===== src/rtl/indexed_binary_heap_queue_macros.svh =====
// Assertion helpers for the top-level queue module.
`ifndef INDEXED_BINARY_HEAP_QUEUE_MACROS_SVH
`define INDEXED_BINARY_HEAP_QUEUE_MACROS_SVH

// Check a property on every rising clock edge outside reset.
`define IBHQ_ASSERT(lbl, prop, msg) \
  lbl: assert property (@(posedge clk_i) disable iff (!rst_ni) (prop)) else $error(msg);

// Check that a condition implies a consequence in the same cycle.
`define IBHQ_ASSERT_IMP(lbl, cond, cons, msg) \
  lbl: assert property (@(posedge clk_i) disable iff (!rst_ni) (cond) |-> (cons)) \
    else $error(msg);

`endif


===== src/rtl/ibhq_pkg.sv =====
`timescale 1ns / 1ps
`default_nettype none
package ibhq_pkg;

  localparam int CAPACITY = 64;
  localparam int SLOT_W   = $clog2(CAPACITY);
  localparam int ID_W     = 7;
  localparam int CNT_W    = 7;
  localparam int PRI_W    = 32;

  localparam logic [CNT_W-1:0] CAP_C = CNT_W'(CAPACITY);

  typedef enum logic [2:0] {
    ACT_INSERT = 3'd0,
    ACT_CHANGE = 3'd1,
    ACT_REMOVE = 3'd2,
    ACT_DELETE = 3'd3,
    ACT_PEEK   = 3'd4,
    ACT_GET    = 3'd5
  } act_e;

  typedef enum logic [4:0] {
    OP_NONE, OP_LATCH, OP_FAIL, OP_INSERT, OP_RD_POS, OP_RD_TOP, OP_CHANGE,
    OP_RD_GET, OP_GET_DONE, OP_REMOVE, OP_PEEK_DONE, OP_DEL_TOP, OP_TAKE,
    OP_UP_RD, OP_UP_MOVE, OP_DN_RD, OP_DN_MOVE, OP_PLACE, OP_OUT
  } op_e;

  typedef struct packed {
    logic [ID_W-1:0]         id;
    logic signed [PRI_W-1:0] pri;
  } heap_ent_t;

  typedef struct packed {
    op_e op;
  } cmd_t;

  typedef struct packed {
    logic [2:0] act;
    logic       insert_ok;
    logic       present;
    logic       nonempty;
    logic       s_is_top;
    logic       moved;
    logic       up_better;
    logic       dn_end;
    logic       dn_better;
    logic       s_lt_cnt;
    logic       out_free;
  } status_t;

  function automatic logic better(input logic signed [PRI_W-1:0] a,
                                  input logic signed [PRI_W-1:0] b,
                                  input logic min_first);
    return min_first ? (a < b) : (a > b);
  endfunction

endpackage
`default_nettype wire


===== src/rtl/ibhq_ctrl.sv =====
`timescale 1ns / 1ps
`default_nettype none
module ibhq_ctrl (
  input  logic             clk_i,
  input  logic             rst_ni,
  input  logic             in_valid_i,
  output logic             in_ready_o,
  input  ibhq_pkg::status_t status_i,
  output ibhq_pkg::cmd_t   cmd_o
);
  import ibhq_pkg::*;

  typedef enum logic [11:0] {
    S_IDLE     = 12'b000000000001,
    S_DECODE   = 12'b000000000010,
    S_LOOKUP   = 12'b000000000100,
    S_GETWAIT  = 12'b000000001000,
    S_TOPWAIT  = 12'b000000010000,
    S_LASTWAIT = 12'b000000100000,
    S_UP_RD    = 12'b000001000000,
    S_UP_CMP   = 12'b000010000000,
    S_DN_RD    = 12'b000100000000,
    S_DN_CMP   = 12'b001000000000,
    S_PLACE    = 12'b010000000000,
    S_FINISH   = 12'b100000000000
  } state_e;

  state_e state_q, state_d;
  op_e    op;

  always_comb begin
    state_d = state_q;
    op      = OP_NONE;
    case (state_q)
      S_IDLE: begin
        if (in_valid_i) begin
          op      = OP_LATCH;
          state_d = S_DECODE;
        end
      end
      S_DECODE: begin
        case (status_i.act)
          ACT_INSERT: begin
            op      = status_i.insert_ok ? OP_INSERT : OP_FAIL;
            state_d = status_i.insert_ok ? S_UP_RD : S_FINISH;
          end
          ACT_CHANGE, ACT_REMOVE, ACT_GET: begin
            op      = status_i.present ? OP_RD_POS : OP_FAIL;
            state_d = status_i.present ? S_LOOKUP : S_FINISH;
          end
          ACT_DELETE, ACT_PEEK: begin
            op      = status_i.nonempty ? OP_RD_TOP : OP_FAIL;
            state_d = status_i.nonempty ? S_TOPWAIT : S_FINISH;
          end
          default: begin
            op      = OP_FAIL;
            state_d = S_FINISH;
          end
        endcase
      end
      S_LOOKUP: begin
        case (status_i.act)
          ACT_CHANGE: begin
            op      = OP_CHANGE;
            state_d = S_UP_RD;
          end
          ACT_GET: begin
            op      = OP_RD_GET;
            state_d = S_GETWAIT;
          end
          default: begin
            op      = OP_REMOVE;
            state_d = S_LASTWAIT;
          end
        endcase
      end
      S_GETWAIT: begin
        op      = OP_GET_DONE;
        state_d = S_FINISH;
      end
      S_TOPWAIT: begin
        if (status_i.act == ACT_PEEK) begin
          op      = OP_PEEK_DONE;
          state_d = S_FINISH;
        end else begin
          op      = OP_DEL_TOP;
          state_d = S_LASTWAIT;
        end
      end
      S_LASTWAIT: begin
        op      = OP_TAKE;
        state_d = status_i.s_lt_cnt ? S_UP_RD : S_FINISH;
      end
      S_UP_RD: begin
        if (status_i.s_is_top) begin
          state_d = status_i.moved ? S_PLACE : S_DN_RD;
        end else begin
          op      = OP_UP_RD;
          state_d = S_UP_CMP;
        end
      end
      S_UP_CMP: begin
        if (status_i.up_better) begin
          op      = OP_UP_MOVE;
          state_d = S_UP_RD;
        end else begin
          state_d = status_i.moved ? S_PLACE : S_DN_RD;
        end
      end
      S_DN_RD: begin
        if (status_i.dn_end) begin
          state_d = S_PLACE;
        end else begin
          op      = OP_DN_RD;
          state_d = S_DN_CMP;
        end
      end
      S_DN_CMP: begin
        if (status_i.dn_better) begin
          op      = OP_DN_MOVE;
          state_d = S_DN_RD;
        end else begin
          state_d = S_PLACE;
        end
      end
      S_PLACE: begin
        op      = OP_PLACE;
        state_d = S_FINISH;
      end
      S_FINISH: begin
        // hold the result until the output register frees up
        if (status_i.out_free) begin
          op      = OP_OUT;
          state_d = S_IDLE;
        end
      end
      default: begin
        state_d = S_IDLE;
      end
    endcase
  end

  always_ff @(posedge clk_i or negedge rst_ni) begin
    if (!rst_ni) begin
      state_q <= S_IDLE;
    end else begin
      state_q <= state_d;
    end
  end

  assign in_ready_o = (state_q == S_IDLE);
  assign cmd_o.op   = op;

endmodule
`default_nettype wire


===== config.mk =====
export PLATFORM = sky130hd
export DESIGN_NAME = ibhq_ctrl
export DESIGN_NICKNAME = d
export VERILOG_FILES = /design/src/rtl/indexed_binary_heap_queue_macros.svh /design/src/rtl/ibhq_pkg.sv /design/src/rtl/ibhq_ctrl.sv
export SDC_FILE = /design/constraint.sdc
export NUM_CORES = 1
export LEC_CHECK = 0
export ABC_CLOCK_PERIOD_IN_PS = 2100
export BUFFER_PORTS_ARGS = -buffer_cell sky130_fd_sc_hd__buf_2
export CORE_MARGIN = 1
export CORE_UTILIZATION = 45
export CTS_CLUSTER_DIAMETER = 80
export CTS_CLUSTER_SIZE = 20
export DETAILED_ROUTE_END_ITERATION = 8
export PLACE_DENSITY = 0.67
export SLEW_MARGIN = 20
export SYNTH_ARGS = -nofsm -noshare
export SYNTH_HDL_FRONTEND = slang
export SYNTH_SLANG_ARGS = --single-unit
export TNS_END_PERCENT = 100

===== constraint.sdc =====
create_clock -name clk_i -period 2.1 [get_ports clk_i]
set_input_delay 0.42 -clock clk_i [delete_from_list [all_inputs] [get_ports clk_i]]
set_output_delay 0.42 -clock clk_i [all_outputs]
set_load 0.03 [all_outputs]

== Yosys cells after proc, flatten, opt, wreduce, memory -nomap -nowiden ==
Index checks and enable logic that the tools add are counted.
W data, S select, Z words.

* Add/subtract/negate cells: 0
* $mul: 0
* Divide/modulo/power cells: 0
* Magnitude comparators: 0
* Equal/unequal tests: 19
* Shift-type cells: 0
* Muxes and demuxes: 28
* Bitwise operators: 0
* Reduce and logical (&&, ||, !) cells: 5

{| class="wikitable"
|+ Operators with widths
! operator !! number
|-
| $pmux W12 S11 || 1
|-
| $mux W12 || 7
|-
| $pmux W5 S12 || 1
|-
| $mux W11 || 5
|-
| $pmux W12 S3 || 1
|-
| $pmux W7 S2 || 1
|-
| $eq A12 B1 Y1 const B || 1
|-
| $eq A12 B10 Y1 const B || 1
|-
| $eq A12 B11 Y1 const B || 1
|-
| $eq A12 B12 Y1 const B || 1
|-
| $eq A12 B2 Y1 const B || 1
|-
| $eq A12 B3 Y1 const B || 1
|-
| $eq A12 B4 Y1 const B || 1
|-
| $eq A12 B5 Y1 const B || 1
|-
| $eq A12 B6 Y1 const B || 1
|-
| $eq A12 B7 Y1 const B || 1
|-
| $eq A12 B8 Y1 const B || 1
|-
| $eq A12 B9 Y1 const B || 1
|-
| $mux W4 || 3
|-
| $mux W5 || 2
|-
| $pmux W3 S3 || 1
|-
| $pmux W4 S2 || 1
|-
| $eq A3 B2 Y1 const B || 2
|-
| $eq A3 B3 Y1 const B || 2
|-
| 8 further kinds || 13
|}

* Register bits after elaboration: 12
* Bits in latches: 0
* RAM bits: 0
* Bits in read-only memories: 0
* Bits of input ports: 16
* Output and inout port bits: 6
* Word-level logic and storage cells: 53
* Memories kept: 0

== Depth between registers and ports, before layout ==
Gate-level depths: netlist (run 1).

* Word-level depth: 4
* Gate-level depth with buffers: 5
* Mapped depth without buffers: 4

== Worst setup path after synthesis (run 1) ==
Ideal clock, no wire load.

* Path kind: register to output
* From: register state_q[4]
* To: output port cmd_o[4] (netlist name)
* Arrival: 2.067 ns
* Required time: 1.680 ns
* Setup slack: -0.387 ns
* Stages on the path, launching flop included: 5
* Path buffers: 1
* Cell sequence: dfrtp_1 > buf_6 > nor4_2 > nand2_1 > o41ai_1

{| class="wikitable"
|+ RTL lines
! what !! line !! source
|-
| from (decl) || ibhq_ctrl.sv:28 || <nowiki>state_e state_q, state_d;</nowiki>
|-
| from (signal assigned) || ibhq_ctrl.sv:147 || <nowiki>state_q <= state_d;</nowiki>
|-
| to (decl) || ibhq_ctrl.sv:9 || <nowiki>output ibhq_pkg::cmd_t cmd_o</nowiki>
|}

==> impl_results.md, run 1 <==
- Final GP Congestion: about 0.9
- Most common library cell in the layout ignoring fill and taps: buf_4
- Final worst path period share: 1.15
- Standard-cell row count: 18
- First-pass iteration count of the detailed router: 4
- Achievable frequency: 412 MHz
- EDFF count, synth: 0
- First element of the critical path: state_q[8]$_DFFE_PN0P_
- Post-detailed-routing wire length: 3700 um
- Vias in the first global route: 1355
- Crit-path max FO: 5
- TritonCTS clock tree: yes
- Top-level port count: 22
- Final hold vios: 0
- Distinct cells, synth: ~50
- Worst hold-check path type: input pin to asynchronous set/reset pin
- Number of DRC markers in iteration 0: 33
- Final max-slew violation count: 0
- Die H: 53.9 um
- Main flop type after synthesis: dfrtp_1
- H-tree depth: 1
- Die X-Extent: about 54 um
- Fin nets: approximately 220
- Remaining Overflow, GRT: 0
- Sort of element at the start of the critical path: flop
- Synth warn: 0
- Nets in the synthesized netlist: roughly 170
- Final worst clock skew: approximately 2.3 ps
- DRC violation count after routing: 0
- Cts bufs inserted: 3
- Root buffer cell: clkbuf_4
- Final worst slack: -324 ps
- Clock latency of the later-clocked register in the worst-skew pair: 280 ps
- # setup viols final: 5
- Full die area: 2900 sq um
- Fraction of layout instances using a drive strength above 1: 0.455
- First-pass GRT wire length: 5710 um
- Required @ worst endpoint: 1680 ps
- Startpoint of the worst register-to-register path: state_q[7]$_DFFE_PN0P_
- Max FFs per register: 12
- Global routing usage summed across all routing layers: 0.281
- Core box area: ~2500 sq um
- Antenna diode count: 0
- Via/cell ratio: 6.07
- Max IR drop VDD: 523 uV
- Dpl hpwl: 2790 um
- RSZ-0062 raised after global routing: true
- Largest register by flop count: state_q
- Biggest registers after layout: state_q x12
- Worst slew margin: 0.666
- Max-cap violations: 0
- Fill cell instance count of the final layout: 188
- Arrival time reported for the critical path endpoint: 2000 ps
- Post-synthesis to final-layout area growth: 45.0%
- Synth Instances: 149
- Largest net degree at the start of global routing: 13
- Leakage: 0.806 nW
- Via count: 1408
- Syn Std Cell Area: 1210 sq um
- Avg WL per Cell: 15.9 um
- Initial core utilization: 0.484
- Slew @ Worst Pin: 493 ps
- Post-synthesis async set-or-reset flop share: 1.00
- Commonest cells after routing, fill and taps aside: 36 x buf_4, 15 x buf_2, 12 x nor2_1
- Clock transition at path regs: 70 ps
- Sequential element share of the synthesized area: 0.249
- Final worst path period need: 2420 ps
- Total power density per cell area: 780 nW/um^2
- Number of clock sinks seen by CTS: 12
- Number of antenna violations at the first check in global routing: 0
- Setup tns final: -1400 ps
- Post-route antenna net violation count: 0
- Worst-case setup slack after placement: -79.2 ps
- Average footprint of a synthesized cell: 8.13 sq um
- Maximum clock path buffer count: 2
- Number of synthesized register bits: 12
- Run status: complete, but fails checks
- I/O Buffers: 21
- Violated checks: negative setup slack
- Classification of the worst setup path: flop to output port
- Endpoint kind of the worst setup timing path: output port
[repair_timing]
| item | in CTS | in global routing |
|---|---|---|
| pin swaps | 8 | 3 |
| setup buffers | 3 | 1 |
| endpoints found under the setup margin | 6 | 6 |
| hold buffers | 0 | 0 |
| gates resized for setup | 34 | 5 |
[cells in the mapped netlist (3+ instances only)]
library cell,instances,area share
a21oi_1,8,0.033
and3_1,6,0.031
and4_1,3,0.022
clkbuf_1,4,0.012
dfrtp_1,11,0.23
inv_1,3,0.0093
mux2i_1,3,0.025
nand2_1,12,0.037
nand2b_1,4,0.021
nor2_1,16,0.050
nor2b_1,9,0.046
nor3b_1,6,0.037
nor4_4,3,0.053
o2111ai_1,3,0.022
o21ai_0,9,0.037
o31ai_1,3,0.019
[final cells by class]
cell class | instances | area [sq um] | area share
Multi-Input combinational cell | 125 | 950 | 0.541
Timing Repair Buffer | 58 | 424 | 0.241
Sequential cell | 12 | 308 | 0.175
Tap cell | 30 | 37.5 | 0.0214
Clock buffer | 4 | 26.3 | 0.0150
Inverter | 3 | 11.3 | 0.00641
[metrics by stage]
| step | instance area [sq um] | utilization | total power [mW] | cells | hold slack [ps] |
|---|---|---|---|---|---|
| final | 1760 | 0.703 | 1.37 | 232 | 12.6 |
| after global routing | 1760 | 0.703 | 1.45 | 232 | 29.8 |
| after CTS | 1720 | 0.689 | 1.32 | 231 | 12.4 |
| after detailed placement | 1560 | 0.625 | 1.05 | 224 | 313 |
| after global placement | 1560 | 0.625 | 1.03 | 224 | 309 |
| after floorplan | 1220 | - | 0.736 | 149 | 124 |
[power breakdown]
part | internal, mW | leakage (nW) | total [mW] | switching [mW]
combinational | 0.449 | 0.636 | 0.896 | 0.447
sequential | 0.267 | 0.155 | 0.324 | 0.0563
clock | 0.0738 | 0.0150 | 0.151 | 0.0777
total | 0.790 | 0.806 | 1.37 | 0.581
[final timing paths]
| check | to | slack (ps) | cells past startpoint |
|---|---|---|---|
| setup / recovery | cmd_o[3] | -320 | 5 |
| hold / removal | state_q[10]$_DFFE_PN0P_ | 10 | 1 |
| min in group clk_i | state_q[8]$_DFFE_PN0P_ | 330 | 2 |
| setup reg to reg | state_q[11]$_DFFE_PN0P_ | 290 | 6 |
| max in group asynchronous | state_q[0]$_DFFE_PN1P_ | 1810 | 1 |
| hold reg to reg | state_q[1]$_DFFE_PN0P_ | 750 | 2 |
[routing by layer]
layer	vias up	GRT usage	part of all wire
met5	-	0	0
met4	0	0.127	0.036
met3	16	0.0311	0.038
met2	42	0.502	0.49
met1	679	0.331	0.43
li1	671	-	-
[critical path, cell delays in order, from the launching register on]
cell     delay (ps)
dfrtp_2         450
buf_4           160
nor3b_1         130
and4_2          270
or4b_4          550
buf_6           160
[cell families after synthesis]
logic type             synth area share
multiplexers                     0.0341
AO/OA/AOI/OAI                     0.211
buffers and inverters            0.0527
AND/OR/NAND/NOR                   0.439
flip-flops                        0.249
XOR/XNOR                         0.0145
Power figures use the tool's default switching activity.
==> run 2: changes to the inputs <==
--- a/config.mk
+++ b/config.mk
@@ -5,7 +5,7 @@
 export SDC_FILE = /design/constraint.sdc
 export NUM_CORES = 1
 export LEC_CHECK = 0
-export ABC_CLOCK_PERIOD_IN_PS = 2100
+export ABC_CLOCK_PERIOD_IN_PS = 3100
 export BUFFER_PORTS_ARGS = -buffer_cell sky130_fd_sc_hd__buf_2
 export CORE_MARGIN = 1
 export CORE_UTILIZATION = 45
@@ -13,7 +13,7 @@
 export CTS_CLUSTER_SIZE = 20
 export DETAILED_ROUTE_END_ITERATION = 8
 export PLACE_DENSITY = 0.67
-export SLEW_MARGIN = 20
+export SLEW_MARGIN = 30
 export SYNTH_ARGS = -nofsm -noshare
 export SYNTH_HDL_FRONTEND = slang
 export SYNTH_SLANG_ARGS = --single-unit
==> constraint.sdc (replaced) <==
create_clock -name clk_i -period 3.1 [get_ports clk_i]
set_input_delay 0.62 -clock clk_i [delete_from_list [all_inputs] [get_ports clk_i]]
set_output_delay 0.62 -clock clk_i [all_outputs]
set_load 0.03 [all_outputs]
==> impl_results.md, run 2 (synthesis results as in run 1) <==
- Run status: finished clean (was complete, but fails checks)
- Startpoint of the worst register-to-register path: state_q[5]$_DFFE_PN0P_ (was state_q[7]$_DFFE_PN0P_)
- Top-level port count: 22 (unchanged)
- Commonest cells after routing, fill and taps aside: 21 x buf_2, 16 x nor2_1, 12 x nand2_1 (was 36 x buf_4, 15 x buf_2, 12 x nor2_1)
- Setup tns final: 0 ps (was -1400 ps)
- Via/cell ratio: 6.39 (was 6.07)
- Die X-Extent: 53.9 um (unchanged)
- Avg WL per Cell: 16.1 um (was 15.9 um)
- Post-synthesis to final-layout area growth: 9.61% (was 45.0%)
- Number of DRC markers in iteration 0: 52 (was 33)
- Leakage: 0.582 nW (was 0.806 nW)
- Final worst path period share: 0.916
- Number of instances resized during post-cts repair: 0 (was 34)
- Core box area: 2500 sq um (unchanged)
- Worst hold-check path type: input pin to asynchronous set/reset pin (unchanged)
- Global routing usage summed across all routing layers: 0.247 (was 0.281)
- Initial core utilization: 0.484 (unchanged)
- Worst-case setup slack after placement: 596 ps (was -79.2 ps)
- Cts bufs inserted: 3 (unchanged)
- Final Instance Count excl. Fillers: 195 (was 232)
- Full die area: 2900 sq um (unchanged)
- Slew @ Worst Pin: 539 ps (was 493 ps)
- Final hold vios: 0 (unchanged)
- Final worst slack: 261 ps (was -324 ps)
- Dpl hpwl: 2410 um (was 2790 um)
- Biggest registers after layout: state_q x12 (unchanged)
- Worst hold-check slack: 206 ps (was 12.6 ps)
- Max-cap violations: 0 (unchanged)
- Final GP Congestion: 0.883 (about the same)
- Largest register by flop count: state_q (unchanged)
- Classification of the worst setup path: flop to output port (unchanged)
- Total power density per cell area: 518 nW/um^2 (was 780 nW/um^2)
- Clock latency of the later-clocked register in the worst-skew pair: 280 ps (about the same)
- TritonCTS clock tree: yes (unchanged)
- Standard-cell row count: 18 (unchanged)
- Antenna diode count: 0 (unchanged)
- Final max-slew violation count: 0 (unchanged)
- Worst slew margin: 0.638 (was 0.666)
- Most common library cell in the layout ignoring fill and taps: buf_2 (was buf_4)
- Vias in the first global route: 1096 (was 1355)
- Post-route antenna net violation count: 0 (unchanged)
- Remaining Overflow, GRT: 0 (unchanged)
- Post-CTS Hold Buffers: 0 (unchanged)
- Dpl cell area: 1300 sq um (was 1560 sq um)
- Max IR drop VDD: 310 uV (was 523 uV)
- Required @ worst endpoint: 2480 ps (was 1680 ps)
- Overall power: 687 uW (was 1.37 mW)
- H-tree depth: 1 (unchanged)
- Register-to-register path setup slack: 1250 ps (was 290 ps)
- DRC violation count after routing: 0 (unchanged)
- Final worst clock skew: 13.1 ps (was 2.25 ps)
- Share of the core filled with cells: 0.531 (was 0.703)
- Crit-path max FO: 9 (was 5)
- First-pass GRT wire length: 5120 um (was 5710 um)
- Total non-filler cell area in the finished layout: 1330 sq um (was 1760 sq um)
- Fin nets: 182 (was 219)
- Post-detailed-routing wire length: 3130 um (was 3700 um)
- I/O Buffers: 21 (unchanged)
- Largest net degree at the start of global routing: 13 (unchanged)
- Fraction of layout instances using a drive strength above 1: 0.200 (was 0.455)
- Max FFs per register: 12 (unchanged)
- Root buffer cell: clkbuf_4 (unchanged)
- First-pass iteration count of the detailed router: 4 (unchanged)
- RSZ-0062 raised after global routing: false (was true)
- Number of clock sinks seen by CTS: 12 (unchanged)
- Achievable frequency: 352 MHz
- Sort of element at the start of the critical path: flop (unchanged)
- Clock transition at path regs: 80 ps (was 70 ps)
- Endpoint of the worst-slack reg-to-reg timing path: state_q[11]$_DFFE_PN0P_ (unchanged)
- Number of post-CTS setup repair buffers: 0 (was 3)
- # setup viols final: 0 (was 5)
- Arrival time reported for the critical path endpoint: 2220 ps (was 2000 ps)
- Number of antenna violations at the first check in global routing: 0 (unchanged)
- Die H: 53.9 um (unchanged)
- Worst Reg-to-Reg Cells: 4 (was 6)
- Final worst path period need: 2840 ps
- Via count: 1246 (was 1408)
- Maximum clock path buffer count: 2 (unchanged)
- Placed Cells: 191 (was 224)
- First element of the critical path: state_q[8]$_DFFE_PN0P_ (unchanged)
- Endpoint kind of the worst setup timing path: output port (unchanged)
==> run 2: final cells by class <==
class	instances	area, sq um
tap	30	37.5
multi-input combinational	125	846
inverter	3	11.3
fill	241	1170
timing repair buffer	21	105
sequential	12	302
clock buffer	4	26.3
==> run 2: how the worst max path moves through the flow <==
| stage | end | slack [ps] | cells after the start |
|---|---|---|---|
| after CTS | cmd_o[1] | 290 | 5 |
| after detailed placement | cmd_o[1] | 600 | 5 |
| after floorplan | cmd_o[4] | 410 | 4 |
| final | cmd_o[1] | 260 | 5 |
| after global routing | cmd_o[1] | 160 | 5 |
| after global placement | cmd_o[1] | 570 | 5 |
==> run 2: worst max-delay path, stage by stage, from the launching register on <==
cell       delay [ps]
dfrtp_1           510
nor4_4            530
nand2_1           160
or3_1             410
o2111ai_1         100
buf_2             220
==> run 2: report_power, final <==
group          switching (mW)  internal (mW)
clock network          0.0535         0.0499
registers              0.0492          0.180
logic                   0.217          0.138
total                   0.320          0.368
==> run 2: layer usage <==
metal / vias up / track usage / part of all wire
met4: 0 / 0.0965 / 0.026
met5: - / 0 / 0
met2: 69 / 0.366 / 0.45
met1: 570 / 0.355 / 0.44
li1: 596 / - / -
met3: 11 / 0.0367 / 0.088
